==> config.mk <==
export PLATFORM = sky130hd
export DESIGN_NAME = sorted_table_insert_search_flat
export DESIGN_NICKNAME = d
export VERILOG_FILES = /design/src/sti_pkg.sv /design/src/sti_ifs.sv /design/src/sorted_table_insert_search.sv /design/src/sti_ram.sv /design/src/sti_ctrl.sv /design/src/sti_dp.sv /design/src/flat_wrapper.sv
export SDC_FILE = /design/constraint.sdc
export NUM_CORES = 2
export LEC_CHECK = 0
export BUFFER_PORTS_ARGS = -buffer_cell sky130_fd_sc_hd__buf_2
export CORE_MARGIN = 10
export CORE_UTILIZATION = 50
export CTS_CLUSTER_DIAMETER = 60
export DETAILED_ROUTE_END_ITERATION = 8
export PLACE_DENSITY = 0.72
export SYNTH_ARGS = -nofsm -noshare
export SYNTH_HDL_FRONTEND = slang
export SYNTH_SLANG_ARGS = --single-unit
==> constraint.sdc <==
create_clock -name clk -period 7.8 [get_ports clk]
set_clock_uncertainty 0.1 [all_clocks]
set_input_delay 1.17 -clock clk [delete_from_list [all_inputs] [get_ports clk]]
set_output_delay 1.17 -clock clk [all_outputs]
set_load 0.01 [all_outputs]
==> src/sti_pkg.sv <==
`default_nettype none
// ----------------------------------------------------------------------------
// sti_pkg: shared types and constants for the sorted table
// Table geometry, field widths, item and status codes, and the command and
// status bundles between the controller and the datapath.
// ----------------------------------------------------------------------------
package sti_pkg;

  // Table geometry
  localparam int DEPTH      = 64;
  localparam int DATA_WIDTH = 32;
  localparam int ADDR_W     = $clog2(DEPTH);
  localparam int CNT_W      = $clog2(DEPTH + 1);

  // Channel field widths
  localparam int KIND_W     = 2;
  localparam int VALUE_W    = 32;
  localparam int INDEX_W    = 6;
  localparam int STATUS_W   = 2;
  localparam int POS_W      = 6;
  localparam int COUNT_W    = 7;

  typedef enum logic [KIND_W-1:0] {
    KIND_INSERT = 2'd0,
    KIND_SEARCH = 2'd1,
    KIND_READ   = 2'd2,
    KIND_CLEAR  = 2'd3
  } kind_e;

  typedef enum logic [STATUS_W-1:0] {
    ST_OK        = 2'd0,
    ST_NOT_FOUND = 2'd1,
    ST_FULL      = 2'd2,
    ST_BEYOND    = 2'd3
  } status_e;

  typedef enum logic [3:0] {
    OP_IDLE,
    OP_DISPATCH,
    OP_INS_READ,
    OP_SHIFT,
    OP_STOP,
    OP_PUT,
    OP_SRCH_READ,
    OP_FOUND,
    OP_LO_UP,
    OP_HI_DOWN,
    OP_READ_DATA,
    OP_EMIT
  } dp_op_e;

  typedef struct packed {
    logic   load;
    dp_op_e op;
  } sti_cmd_t;

  typedef struct packed {
    kind_e kind;
    logic  full;
    logic  empty;
    logic  beyond;
    logic  rd_lt;
    logic  rd_eq;
    logic  ptr_zero;
    logic  srch_live;
    logic  out_free;
  } sti_sts_t;

endpackage
`default_nettype wire

==> src/sti_ifs.sv <==
`default_nettype none
// ----------------------------------------------------------------------------
// sti_ifs: item and result channels of the sorted table
// Valid/ready channels; a transfer happens on a clock edge with both high.
// ----------------------------------------------------------------------------
interface sti_item_if import sti_pkg::*; ();
  logic                      valid;
  logic                      ready;
  logic [KIND_W-1:0]         kind;
  logic signed [VALUE_W-1:0] value;
  logic [INDEX_W-1:0]        index;

  modport source (output valid, kind, value, index, input ready);
  modport sink   (input valid, kind, value, index, output ready);
endinterface

interface sti_result_if import sti_pkg::*; ();
  logic                      valid;
  logic                      ready;
  logic [STATUS_W-1:0]       status;
  logic [POS_W-1:0]          position;
  logic signed [VALUE_W-1:0] data;
  logic [COUNT_W-1:0]        count;

  modport source (output valid, status, position, data, count, input ready);
  modport sink   (input valid, status, position, data, count, output ready);
endinterface
`default_nettype wire

==> src/sorted_table_insert_search.sv <==
`default_nettype none
// ----------------------------------------------------------------------------
// sorted_table_insert_search: ascending table with insert, search, read, clear
// Keeps up to DEPTH signed values sorted; insert shifts larger and equal entries up,
// search is a binary search, read returns one entry, clear empties the table.
// ----------------------------------------------------------------------------
//
//   channel  dir  payload                         transfer when
//   -------  ---  ------------------------------  -----------------------
//   item     in   kind, value, index              item.valid & item.ready
//   result   out  status, position, data, count   result.valid & result.ready
//
// Steps from the transfer in to the edge that raises result.valid:
//   insert: walks down from the top entry, moving each entry not smaller
//           than the value up, until a smaller entry or the bottom; each
//           move is a RAM read then a write. Full table: no walk.
//   search: a RAM read and a compare per probe; at most log2(DEPTH) + 1
//           probes. read: one RAM read. clear, read beyond count: no RAM read.
// Ready returns with the result.
// Reset clears the count and the result valid flag; the RAM is not cleared.
// A stalled result holds in its register; the next item is taken meanwhile
// and waits at the end of its work until the register frees.
// ----------------------------------------------------------------------------
module sorted_table_insert_search import sti_pkg::*; (
  input  wire logic     clk,
  input  wire logic     rst,
  sti_item_if.sink      item,
  sti_result_if.source  result
);

  sti_cmd_t cmd;
  sti_sts_t sts;
  logic     ready;

  // Sequencer: decodes the item kind and paces every step
  sti_ctrl u_ctrl (
    .clk        (clk),
    .rst        (rst),
    .item_valid (item.valid),
    .item_ready (ready),
    .sts        (sts),
    .cmd        (cmd)
  );

  // Take an item only between items; ready drops for the whole operation
  assign item.ready = ready;

  // Datapath: table RAM, count, pointers and the result register
  sti_dp u_dp (
    .clk          (clk),
    .rst          (rst),
    .cmd          (cmd),
    .sts          (sts),
    .item_kind    (item.kind),
    .item_value   (item.value),
    .item_index   (item.index),
    .res_ready    (result.ready),
    .res_valid    (result.valid),
    .res_status   (result.status),
    .res_position (result.position),
    .res_data     (result.data),
    .res_count    (result.count)
  );

endmodule
`default_nettype wire

==> src/sti_ram.sv <==
`default_nettype none
// ----------------------------------------------------------------------------
// sti_ram: generic single-port-write, single-port-read RAM
// One write and one read per cycle; read data is registered.
// ----------------------------------------------------------------------------
module sti_ram #(
  parameter int DATA_W = 32,
  parameter int WORDS  = 64
) (
  input  wire logic                     clk,
  input  wire logic                     we,
  input  wire logic [$clog2(WORDS)-1:0] waddr,
  input  wire logic [DATA_W-1:0]        wdata,
  input  wire logic [$clog2(WORDS)-1:0] raddr,
  output logic      [DATA_W-1:0]        rdata
);

  logic [DATA_W-1:0] mem [WORDS];

  always_ff @(posedge clk) begin
    if (we) begin
      mem[waddr] <= wdata;
    end
    rdata <= mem[raddr];
  end

endmodule
`default_nettype wire

==> src/sti_ctrl.sv <==
`default_nettype none
// ----------------------------------------------------------------------------
// sti_ctrl: sequencer for the sorted table
// Decodes the item kind and steps the datapath through insert shifting,
// binary search probes, reads and the result transfer.
// ----------------------------------------------------------------------------
module sti_ctrl import sti_pkg::*; (
  input  wire logic     clk,
  input  wire logic     rst,
  input  wire logic     item_valid,
  output logic          item_ready,
  input  wire sti_sts_t sts,
  output sti_cmd_t      cmd
);

  typedef enum logic [3:0] {
    S_IDLE,
    S_DISPATCH,
    S_INS_RD,
    S_INS_CMP,
    S_PUT,
    S_SRCH_RD,
    S_SRCH_CMP,
    S_READ_DATA,
    S_FINISH
  } state_t;

  state_t state;
  state_t state_next;

  always_comb begin
    state_next = state;
    cmd.load   = item_valid && item_ready;
    cmd.op     = OP_IDLE;
    unique case (state)
      S_IDLE: begin
        if (cmd.load) begin
          state_next = S_DISPATCH;
        end
      end
      S_DISPATCH: begin
        cmd.op = OP_DISPATCH;
        unique case (sts.kind)
          KIND_INSERT: begin
            priority if (sts.full) begin
              state_next = S_FINISH;
            end else if (sts.empty) begin
              state_next = S_PUT;
            end else begin
              state_next = S_INS_RD;
            end
          end
          KIND_SEARCH: state_next = S_SRCH_RD;
          KIND_READ:   state_next = sts.beyond ? S_FINISH : S_READ_DATA;
          KIND_CLEAR:  state_next = S_FINISH;
        endcase
      end
      S_INS_RD: begin
        cmd.op     = OP_INS_READ;
        state_next = S_INS_CMP;
      end
      S_INS_CMP: begin
        if (sts.rd_lt) begin
          cmd.op     = OP_STOP;
          state_next = S_PUT;
        end else begin
          cmd.op     = OP_SHIFT;
          state_next = sts.ptr_zero ? S_PUT : S_INS_RD;
        end
      end
      S_PUT: begin
        cmd.op     = OP_PUT;
        state_next = S_FINISH;
      end
      S_SRCH_RD: begin
        cmd.op     = OP_SRCH_READ;
        state_next = sts.srch_live ? S_SRCH_CMP : S_FINISH;
      end
      S_SRCH_CMP: begin
        priority if (sts.rd_eq) begin
          cmd.op     = OP_FOUND;
          state_next = S_FINISH;
        end else if (sts.rd_lt) begin
          cmd.op     = OP_LO_UP;
          state_next = S_SRCH_RD;
        end else begin
          cmd.op     = OP_HI_DOWN;
          state_next = S_SRCH_RD;
        end
      end
      S_READ_DATA: begin
        cmd.op     = OP_READ_DATA;
        state_next = S_FINISH;
      end
      S_FINISH: begin
        if (sts.out_free) begin
          cmd.op     = OP_EMIT;
          state_next = S_IDLE;
        end
      end
      default: state_next = S_IDLE;
    endcase
  end

  always_ff @(posedge clk) begin
    if (rst) begin
      state      <= S_IDLE;
      item_ready <= 1'b0;
    end else begin
      state      <= state_next;
      item_ready <= (state_next == S_IDLE);
    end
  end

endmodule
`default_nettype wire

==> src/sti_dp.sv <==
`default_nettype none
// ----------------------------------------------------------------------------
// sti_dp: datapath of the sorted table
// Holds the table RAM, entry count, walk pointer, search bounds and the
// result register; acts on one command from the sequencer per cycle.
// ----------------------------------------------------------------------------
module sti_dp import sti_pkg::*; (
  input  wire logic                      clk,
  input  wire logic                      rst,
  input  wire sti_cmd_t                  cmd,
  output sti_sts_t                       sts,
  input  wire logic [KIND_W-1:0]         item_kind,
  input  wire logic signed [VALUE_W-1:0] item_value,
  input  wire logic [INDEX_W-1:0]        item_index,
  input  wire logic                      res_ready,
  output logic                           res_valid,
  output logic [STATUS_W-1:0]            res_status,
  output logic [POS_W-1:0]               res_position,
  output logic signed [VALUE_W-1:0]      res_data,
  output logic [COUNT_W-1:0]             res_count
);

  kind_e                  kind_q;
  logic [DATA_WIDTH-1:0]  val_q;
  logic [INDEX_W-1:0]     idx_q;
  logic [CNT_W-1:0]       count;
  logic [ADDR_W-1:0]      ptr;
  logic [ADDR_W-1:0]      pos_q;
  status_e                stat_q;
  logic [VALUE_W-1:0]     data_q;
  logic [CNT_W-1:0]       lo;
  logic [CNT_W-1:0]       hi_ex;    // high bound plus one

  logic [CNT_W:0]         mid_sum;
  logic [ADDR_W-1:0]      mid;
  logic                   we;
  logic [ADDR_W-1:0]      waddr;
  logic [DATA_WIDTH-1:0]  wdata;
  logic [ADDR_W-1:0]      raddr;
  logic [DATA_WIDTH-1:0]  rdata;

  assign mid_sum = {1'b0, lo} + {1'b0, hi_ex} - (CNT_W + 1)'(1);
  assign mid     = ADDR_W'(mid_sum >> 1);

  always_comb begin
    unique case (cmd.op)
      OP_DISPATCH:  raddr = ADDR_W'(idx_q);
      OP_SRCH_READ: raddr = mid;
      default:      raddr = ptr;
    endcase
  end

  always_comb begin
    we    = 1'b0;
    waddr = pos_q;
    wdata = val_q;
    if (cmd.op == OP_SHIFT) begin
      we    = 1'b1;
      waddr = ptr + ADDR_W'(1);
      wdata = rdata;
    end else if (cmd.op == OP_PUT) begin
      we    = 1'b1;
    end
  end

  sti_ram #(
    .DATA_W (DATA_WIDTH),
    .WORDS  (DEPTH)
  ) u_ram (
    .clk   (clk),
    .we    (we),
    .waddr (waddr),
    .wdata (wdata),
    .raddr (raddr),
    .rdata (rdata)
  );

  always_comb begin
    sts.kind      = kind_q;
    sts.full      = (count == CNT_W'(DEPTH));
    sts.empty     = (count == '0);
    sts.beyond    = (32'(idx_q) >= 32'(count));
    sts.rd_lt     = ($signed(rdata) < $signed(val_q));
    sts.rd_eq     = (rdata == val_q);
    sts.ptr_zero  = (ptr == '0);
    sts.srch_live = (lo < hi_ex);
    sts.out_free  = !res_valid || res_ready;
  end

  // Item capture and working registers
  always_ff @(posedge clk) begin
    if (cmd.load) begin
      kind_q <= kind_e'(item_kind);
      val_q  <= DATA_WIDTH'($signed(item_value));
      idx_q  <= item_index;
    end
    unique case (cmd.op)
      OP_DISPATCH: begin
        pos_q  <= '0;
        data_q <= '0;
        ptr    <= ADDR_W'(count - CNT_W'(1));
        lo     <= '0;
        hi_ex  <= count;
        unique case (kind_q)
          KIND_INSERT: stat_q <= sts.full ? ST_FULL : ST_OK;
          KIND_SEARCH: stat_q <= ST_NOT_FOUND;
          KIND_READ:   stat_q <= sts.beyond ? ST_BEYOND : ST_OK;
          KIND_CLEAR:  stat_q <= ST_OK;
        endcase
      end
      OP_SHIFT:     ptr    <= ptr - ADDR_W'(1);
      OP_STOP:      pos_q  <= ptr + ADDR_W'(1);
      OP_FOUND: begin
        stat_q <= ST_OK;
        pos_q  <= mid;
      end
      OP_LO_UP:     lo     <= CNT_W'(mid) + CNT_W'(1);
      OP_HI_DOWN:   hi_ex  <= CNT_W'(mid);
      OP_READ_DATA: data_q <= VALUE_W'($signed(rdata));
      default: ;
    endcase
  end

  // Entry count and result valid
  always_ff @(posedge clk) begin
    if (rst) begin
      count     <= '0;
      res_valid <= 1'b0;
    end else begin
      if (cmd.op == OP_PUT) begin
        count <= count + CNT_W'(1);
      end else if (cmd.op == OP_DISPATCH && kind_q == KIND_CLEAR) begin
        count <= '0;
      end
      if (cmd.op == OP_EMIT) begin
        res_valid <= 1'b1;
      end else if (res_ready) begin
        res_valid <= 1'b0;
      end
    end
  end

  // Result payload
  always_ff @(posedge clk) begin
    if (cmd.op == OP_EMIT) begin
      res_status   <= stat_q;
      res_position <= POS_W'(pos_q);
      res_data     <= data_q;
      res_count    <= COUNT_W'(count);
    end
  end

endmodule
`default_nettype wire

==> src/flat_wrapper.sv <==
// flat-port wrapper written by rule: the top's interface ports become plain ports
module sorted_table_insert_search_flat import sti_pkg::*;
  (clk, rst, item_valid, item_kind, item_value, item_index, item_ready, result_valid, result_status, result_position, result_data, result_count, result_ready);
  sti_item_if item_i ();
  sti_result_if result_i ();
  input  wire logic clk;
  input  wire logic rst;
  input wire logic [$bits(item_i.valid)-1:0] item_valid;
  input wire logic [$bits(item_i.kind)-1:0] item_kind;
  input wire logic [$bits(item_i.value)-1:0] item_value;
  input wire logic [$bits(item_i.index)-1:0] item_index;
  output wire logic [$bits(item_i.ready)-1:0] item_ready;
  output wire logic [$bits(result_i.valid)-1:0] result_valid;
  output wire logic [$bits(result_i.status)-1:0] result_status;
  output wire logic [$bits(result_i.position)-1:0] result_position;
  output wire logic [$bits(result_i.data)-1:0] result_data;
  output wire logic [$bits(result_i.count)-1:0] result_count;
  input wire logic [$bits(result_i.ready)-1:0] result_ready;
  assign item_i.valid = item_valid;
  assign item_i.kind = item_kind;
  assign item_i.value = item_value;
  assign item_i.index = item_index;
  assign item_ready = item_i.ready;
  assign result_valid = result_i.valid;
  assign result_status = result_i.status;
  assign result_position = result_i.position;
  assign result_data = result_i.data;
  assign result_count = result_i.count;
  assign result_i.ready = result_ready;
  sorted_table_insert_search u_core (.clk(clk), .rst(rst), .item(item_i), .result(result_i));
endmodule
# Yosys cells after proc, flatten, opt, wreduce, memory -nomap -nowiden
# Memory sizes are Yosys's and may differ from the RTL's. A register that Yosys moved wholly into a read port is not among the register bits.
# Cells that the tools add are included.
# word_totals
elab_cells,105
ram_bits,2048
output_inout_bits,49
mem_count,1
inputBits,44
register_bits,160
# memory_table
name,depth,word_bits,read_ports,rd_ports_with_merged_regs,write_ports,line,text
u_core.u_dp.u_ram.mem,64,32,1,1,1,sti_ram.sv:18,logic [DATA_W-1:0] mem [WORDS];
# op_classes
mux,36
n_eq_ne,23
n_reduce_logical,18
n_lt_le_gt_ge,3
n_addsub,7
# ops
operator,count
one-hot mux 32 bit (2 select lines),1
one-hot mux 4 bit (8 select lines),2
== test 32 bit,1
"== test 4 x 3 -> 1 bit, second input constant",8
less-than comparator 32 bit,1
2-to-1 mux 32 bit,1
2-to-1 mux 4 bit,8
one-hot mux 7 bit (2 select lines),2
one-hot mux 6 bit (2 select lines),2
"== test 4 bit, second input constant",5
one-hot mux 6 bit (3 select lines),1
one-hot mux 4 bit (4 select lines),1
2-to-1 mux 7 bit,2
nonzero test 2 bit,7
"== test 4 x 2 -> 1 bit, second input constant",3
2-to-1 mux 3 bit,4
"subtractor 6 x 1 -> 6 bit, second input constant",2
"== test 4 x 1 -> 1 bit, second input constant",2
logical NOT 4 bit,2
one-hot mux 2 bit (4 select lines),1
"adder 6 x 1 -> 7 bit, second input constant",1
"adder 7 x 1 -> 7 bit, second input constant",1
adder 7 bit,1
"== test 7 bit, second input constant",1
other kinds (18),27

# Longest topological paths before layout
# logic_depth
ltp_word,9
mapped_depth,16
depth_no_buf,15

# By module
# From an unflattened synthesis, not the netlist that was laid out.
# hier_totals
cells_unflattened,4057
area_unflattened_um2,86746.9
# by_module_without_submodules
mod,n_inst,area_each_um2,seq_area_each_um2,cells_per_inst
sti_ram,1,78515.3,62139.6,3324
sti_dp,1,7713.6,4574.4,663
sti_ctrl,1,518.0,100.1,70

# Worst setup path before layout
# No wires, ideal clock.
# synth_timing
kind,reg-to-reg
startpoint,register u_core.u_dp.val_q[29]
endpoint,memory u_core.u_dp.u_ram.mem[0][10] (data pin)
path_slack_ns,2.351
path_buffers,3
required_ns,6.998
period_less_slack_ns,5.449
setup_ns,0.702
arrival_time_ns,4.647
stages_incl_launch_ff,12
cell_sequence,edfxtp_1 > inv_1 > ha_1 > a21o_1 > a211o_1 > nor3_1 > a32oi_2 > and2_0 > clkbuf_1 > buf_2 > clkbuf_1 > o21ai_0
# synth_via
elab_chain_cells,6
word_cells_on_any_way,8
classes_between,1 x order compare; 2 x eq/ne; 5 x mux
# synth_lines
item,line,text
"start, declared",sti_dp.sv:24,logic [DATA_WIDTH-1:0] val_q;
"start signal, assigned",sti_dp.sv:94,val_q <= DATA_WIDTH'($signed(item_value));
less-than comparator 32 bit,sti_dp.sv:83,sts.rd_lt = ($signed(rdata) < $signed(val_q));
2-to-1 mux 1 bit,sti_ctrl.sv:83,end else if (sts.rd_lt) begin
2-to-1 mux 4 bit,sti_ctrl.sv:80,priority if (sts.rd_eq) begin
one-hot mux 4 bit (8 select lines) *,sti_ctrl.sv:35,unique case (state)
== test 4 x 2 -> 1 bit *,sti_dp.sv:57,if (cmd.op == OP_SHIFT) begin
2-to-1 mux 32 bit *,sti_dp.sv:57,
named net u_core.u_dp.u_ram.wdata[10],sti_ram.sv:13,"input wire logic [DATA_W-1:0] wdata,"
"end, declared",sti_ram.sv:18,
# Mark *: on every way through the listed nets, which the timed path passes. The rest lies on a longest branch.

# Worst setup path in the final report
# layout_timing
startpoint,"register u_core.u_dp.u_ram.rdata[27], read port of u_core.u_dp.u_ram.mem"
endpoint,"memory u_core.u_dp.u_ram.mem[4][3], enable pin"
# layout_via
elab_chain_cells,9
word_cells_on_any_way,13
classes_between,1 x order compare; 3 x eq/ne; 9 x mux
# layout_lines
item,line,text
"start, declared",sti_ram.sv:15,output logic [DATA_W-1:0] rdata
less-than comparator 32 bit,sti_dp.sv:83,
2-to-1 mux 1 bit,sti_ctrl.sv:83,
2-to-1 mux 4 bit,sti_ctrl.sv:80,
one-hot mux 4 bit (8 select lines) *,sti_ctrl.sv:35,
== test 4 x 3 -> 1 bit,sti_dp.sv:61,end else if (cmd.op == OP_PUT) begin
2-to-1 mux 1 bit,sti_dp.sv:61,
2-to-1 mux 1 bit,sti_dp.sv:57,
2-to-1 mux 1 bit,sti_ram.sv:21,if (we) begin
2-to-1 mux 1 bit (not written as such),sti_ram.sv:22,mem[waddr] <= wdata;
# Every way passes the cells marked *; elsewhere a longest branch is shown, timed or not.

==> impl_results.md <==
* CTS tree: built
* Total power at 0.02742 W
* Area of the multi-input gates at 0.01999 mm2
* Simple logic cell fraction of the synthesized area at 4.172%
* Fin crit share at 74.98%
* Critical Path Source Type: register
* Ys flop type: edfxtp_1
* GRT overflow at 0
* Status: finished, violations left
* Hold path startpoint: u_core.u_dp.data_q[8]$_SDFFCE_PP0P_
* Cts hold-fix bufs at 0
* Distinct cells, synth at 72
* WL final at 234,500 um
* XOR/XNOR Fraction of Synth Area at 0.2009%
* Hpwl dp at 145,300 um
* Clk_lat worst skew at 860 ps
* TritonCTS buffer count at 214
* Main combinational cell family by area after synthesis: multiplexers
* H-tree depth at 4
* Compound-Gate Fraction of Synth Area at 3.340%
* Total number of vias at 46,250
* GP Congestion at 0.9928
* Slew at the pin closest to its max-slew limit at 1547 ps
* Port Buffers at 92
* Initial core utilization at 50.21%
* Fin. Hold Viols at 0
* Asr flop ratio synth at 0%
* Die X at 437.6 um
* Failing checks: slew limit
* Top Family by Delay on Critical Path: simple AND/OR/NAND/NOR gates
* Final net count at 4,752
* Initial DRT Pass Iterations at 9
* Setup bufs post-CTS at 0
* FF-to-FF Start: u_core.u_dp.u_ram.rdata[27]$_DFF_P_
* Drt wl/cell at 32.70 um
* Seq/Total Area, Yosys at 76.64%
* Max Slew Vio Count at 6
* Crit end category: register
* Worst min path class: reg2reg
* Yosys warnings at 0
* R2R Setup Slk at 1950 ps
* Post-synth EDFFs at 2,195
* Largest net degree at the start of global routing at 114
* Clk root buf: clkbuf_16
* Avg Inst Size Synth at 19.74 um2
* Max-cap violations at 0
* Final ANT Viol Nets at 0
* Clock transition at path regs at 70 ps
* Post-synthesis adder-cell area fraction at 0.8841%
* Peak per-stage delay on the critical path at 1190 ps
* Mux share of post-synthesis cell area at 13.17%
* Initial antenna violation count at 29
* I/O pin cnt at 93
* Leading cell type in the layout, fill and taps excluded: edfxtp_1
* Global-route wire length before repair at 334,000 um
* Die Area at 0.1915 mm2
* RSZ-0062 raised after global routing: no
* P&R area growth vs syn at 13.52%
* Violation count after the first detailed-route iteration at 8,050
* Post-cts repair resize count at 0
* Total track usage at 24.13%
* Yosys reg bits at 2,240
* Ordered cell list for the critical path: ha_1 -> nand2_1 -> or3_1 -> nor3b_2 -> o31ai_1 -> a32oi_2 -> buf_4 -> and2_4 -> a41oi_2 -> nor2_4
* Cells after synthesis at 4,417
* Slowest stage cell, crit path: nor2_4
* Leakage at 31.37 nW
* Power per cell area at 277.1 mW/mm2
* Post-route DRC at 0
* Setup TNS at 0 ps
* CP Class: reg2reg
* CP required at 8150 ps
* CP startpoint: u_core.u_dp.u_ram.rdata[27]$_DFF_P_
* WP data arrival at 6200 ps
* Vert. Die Dim at 437.6 um
* Vias per Instance at 6.449
* WP buf/inv at 1
* Vias in the first global route at 44,610
* Worst rel slew slack at -3.103%
* CP max FO at 45
* Syn nets at 4,522
* Util after Layout at 57.00%
* Worst hold slack at 317.8 ps
* Commonest cells after routing, fill and taps aside: 2,195 x edfxtp_1, 475 x nand2_1, 441 x mux4_2
* Final Setup Violations at 0
* Max Clk Rate at 171.0 MHz
* Synthesized area at 0.08718 mm2
* Storage cell area at 0.06681 mm2
* Layout cell share with drive strength beyond 1 at 23.86%
* Core ar. at 0.1736 mm2
* Fill cell count at 12,420
* Longest Clk Path Bufs at 3
* Row cnt at 153
* Clock sinks at 2,240
* Peak supply drop at 0.0002490 V
* Crit path time final at 5848 ps
## cells by family (layout without fill, tap and decap cells)
family / Yosys count / count (layout)
other: 0 / 13
adders and majority gates: 61 / 61
DFF: 2240 / 2240
xor gates and xnor gates: 20 / 20
muxes: 594 / 594
and+or+nand+nor: 811 / 811
AOI/OAI and AO/OA: 387 / 387
buffers and inverters: 304 / 720
## registers in the layout, summed over array words and instances (netlist names), 4 cells and up
| name | count |
|---|---|
| u_core.u_dp.u_ram.mem | 2048 |
| u_core.u_dp.data_q | 32 |
| u_core.u_dp.res_data | 32 |
| u_core.u_dp.u_ram.rdata | 32 |
| u_core.u_dp.val_q | 32 |
| u_core.u_dp.count | 7 |
| u_core.u_dp.hi_ex | 7 |
| u_core.u_dp.lo | 7 |
| u_core.u_dp.res_count | 7 |
| u_core.u_dp.idx_q | 6 |
| u_core.u_dp.pos_q | 6 |
| u_core.u_dp.ptr | 6 |
| u_core.u_dp.res_position | 6 |
| u_core.u_ctrl.state | 4 |
## cell usage after synthesis, drive strengths merged (6+ instances only)
library cell	n	area, um2
and4	30	262.8
a32oi	122	1076
mux2	14	157.7
dfxtp	45	900.9
ha	60	750.7
nand2	477	1798
a21boi	6	45.04
inv	71	266.5
a32o	8	80.08
a221oi	8	70.07
a31oi	11	68.82
nand4	17	106.4
mux4	441	9932
mux2i	139	1391
o21ai	59	295.3
a21oi	63	319.1
xnor2	12	105.1
nor2	127	479.2
nor4	6	37.54
xor2	8	70.07
and2	36	225.2
nor3	23	157.7
nand3	43	215.2
o22ai	6	37.54
and3	13	81.33
a22oi	6	45.04
nor2b	10	62.56
nand2b	8	50.05
edfxtp	2195	65910
a211oi	17	140.1
o211ai	7	52.55
buf	149	809.5
clkbuf	84	315.3
a222oi	38	380.4
## metal layers
layer,up-vias,global-route usage (%),share of wire [%]
met4,18,10.49,5.0
met3,504,6.979,13
met5,-,0,0.052
met1,23960,33.45,37
li1,18560,-,-
met2,3209,35.78,45
## power by group
part	internal (W)	switching (W)
registers	0.0135	0.000151
logic	0.00108	0.00215
clock network	0.00606	0.00449
total	0.0206	0.00679
## area by class of cell
cell class	count	area share, %
clock buffer	276	5.814
tap	2325	2.939
inverter	71	0.2693
timing repair buffer	247	1.809
sequential	2240	67.51
clock inverter	126	1.429
antenna	13	0.03287
multi-input combinational	1873	20.20
## worst paths after layout
path,endpoint,cells after the start
setup / recovery,u_core.u_dp.u_ram.mem[4][3]$_DFFE_PP_,10
hold / removal,u_core.u_dp.res_data[8]$_DFFE_PP_,0
hold reg to reg,u_core.u_dp.res_data[8]$_DFFE_PP_,0
setup reg to reg,u_core.u_dp.u_ram.mem[4][3]$_DFFE_PP_,10
## per-stage QoR
step	cell area [um2]	std cells	setup WS (ps)
after global routing	98950	7164	1848
after global placement	91760	6755	2195
final	98970	7171	1952
after floorplan	87180	4417	2351
after CTS	98930	7157	2045
after detailed placement	91760	6755	2087
Power figures use the tool's default switching activity.
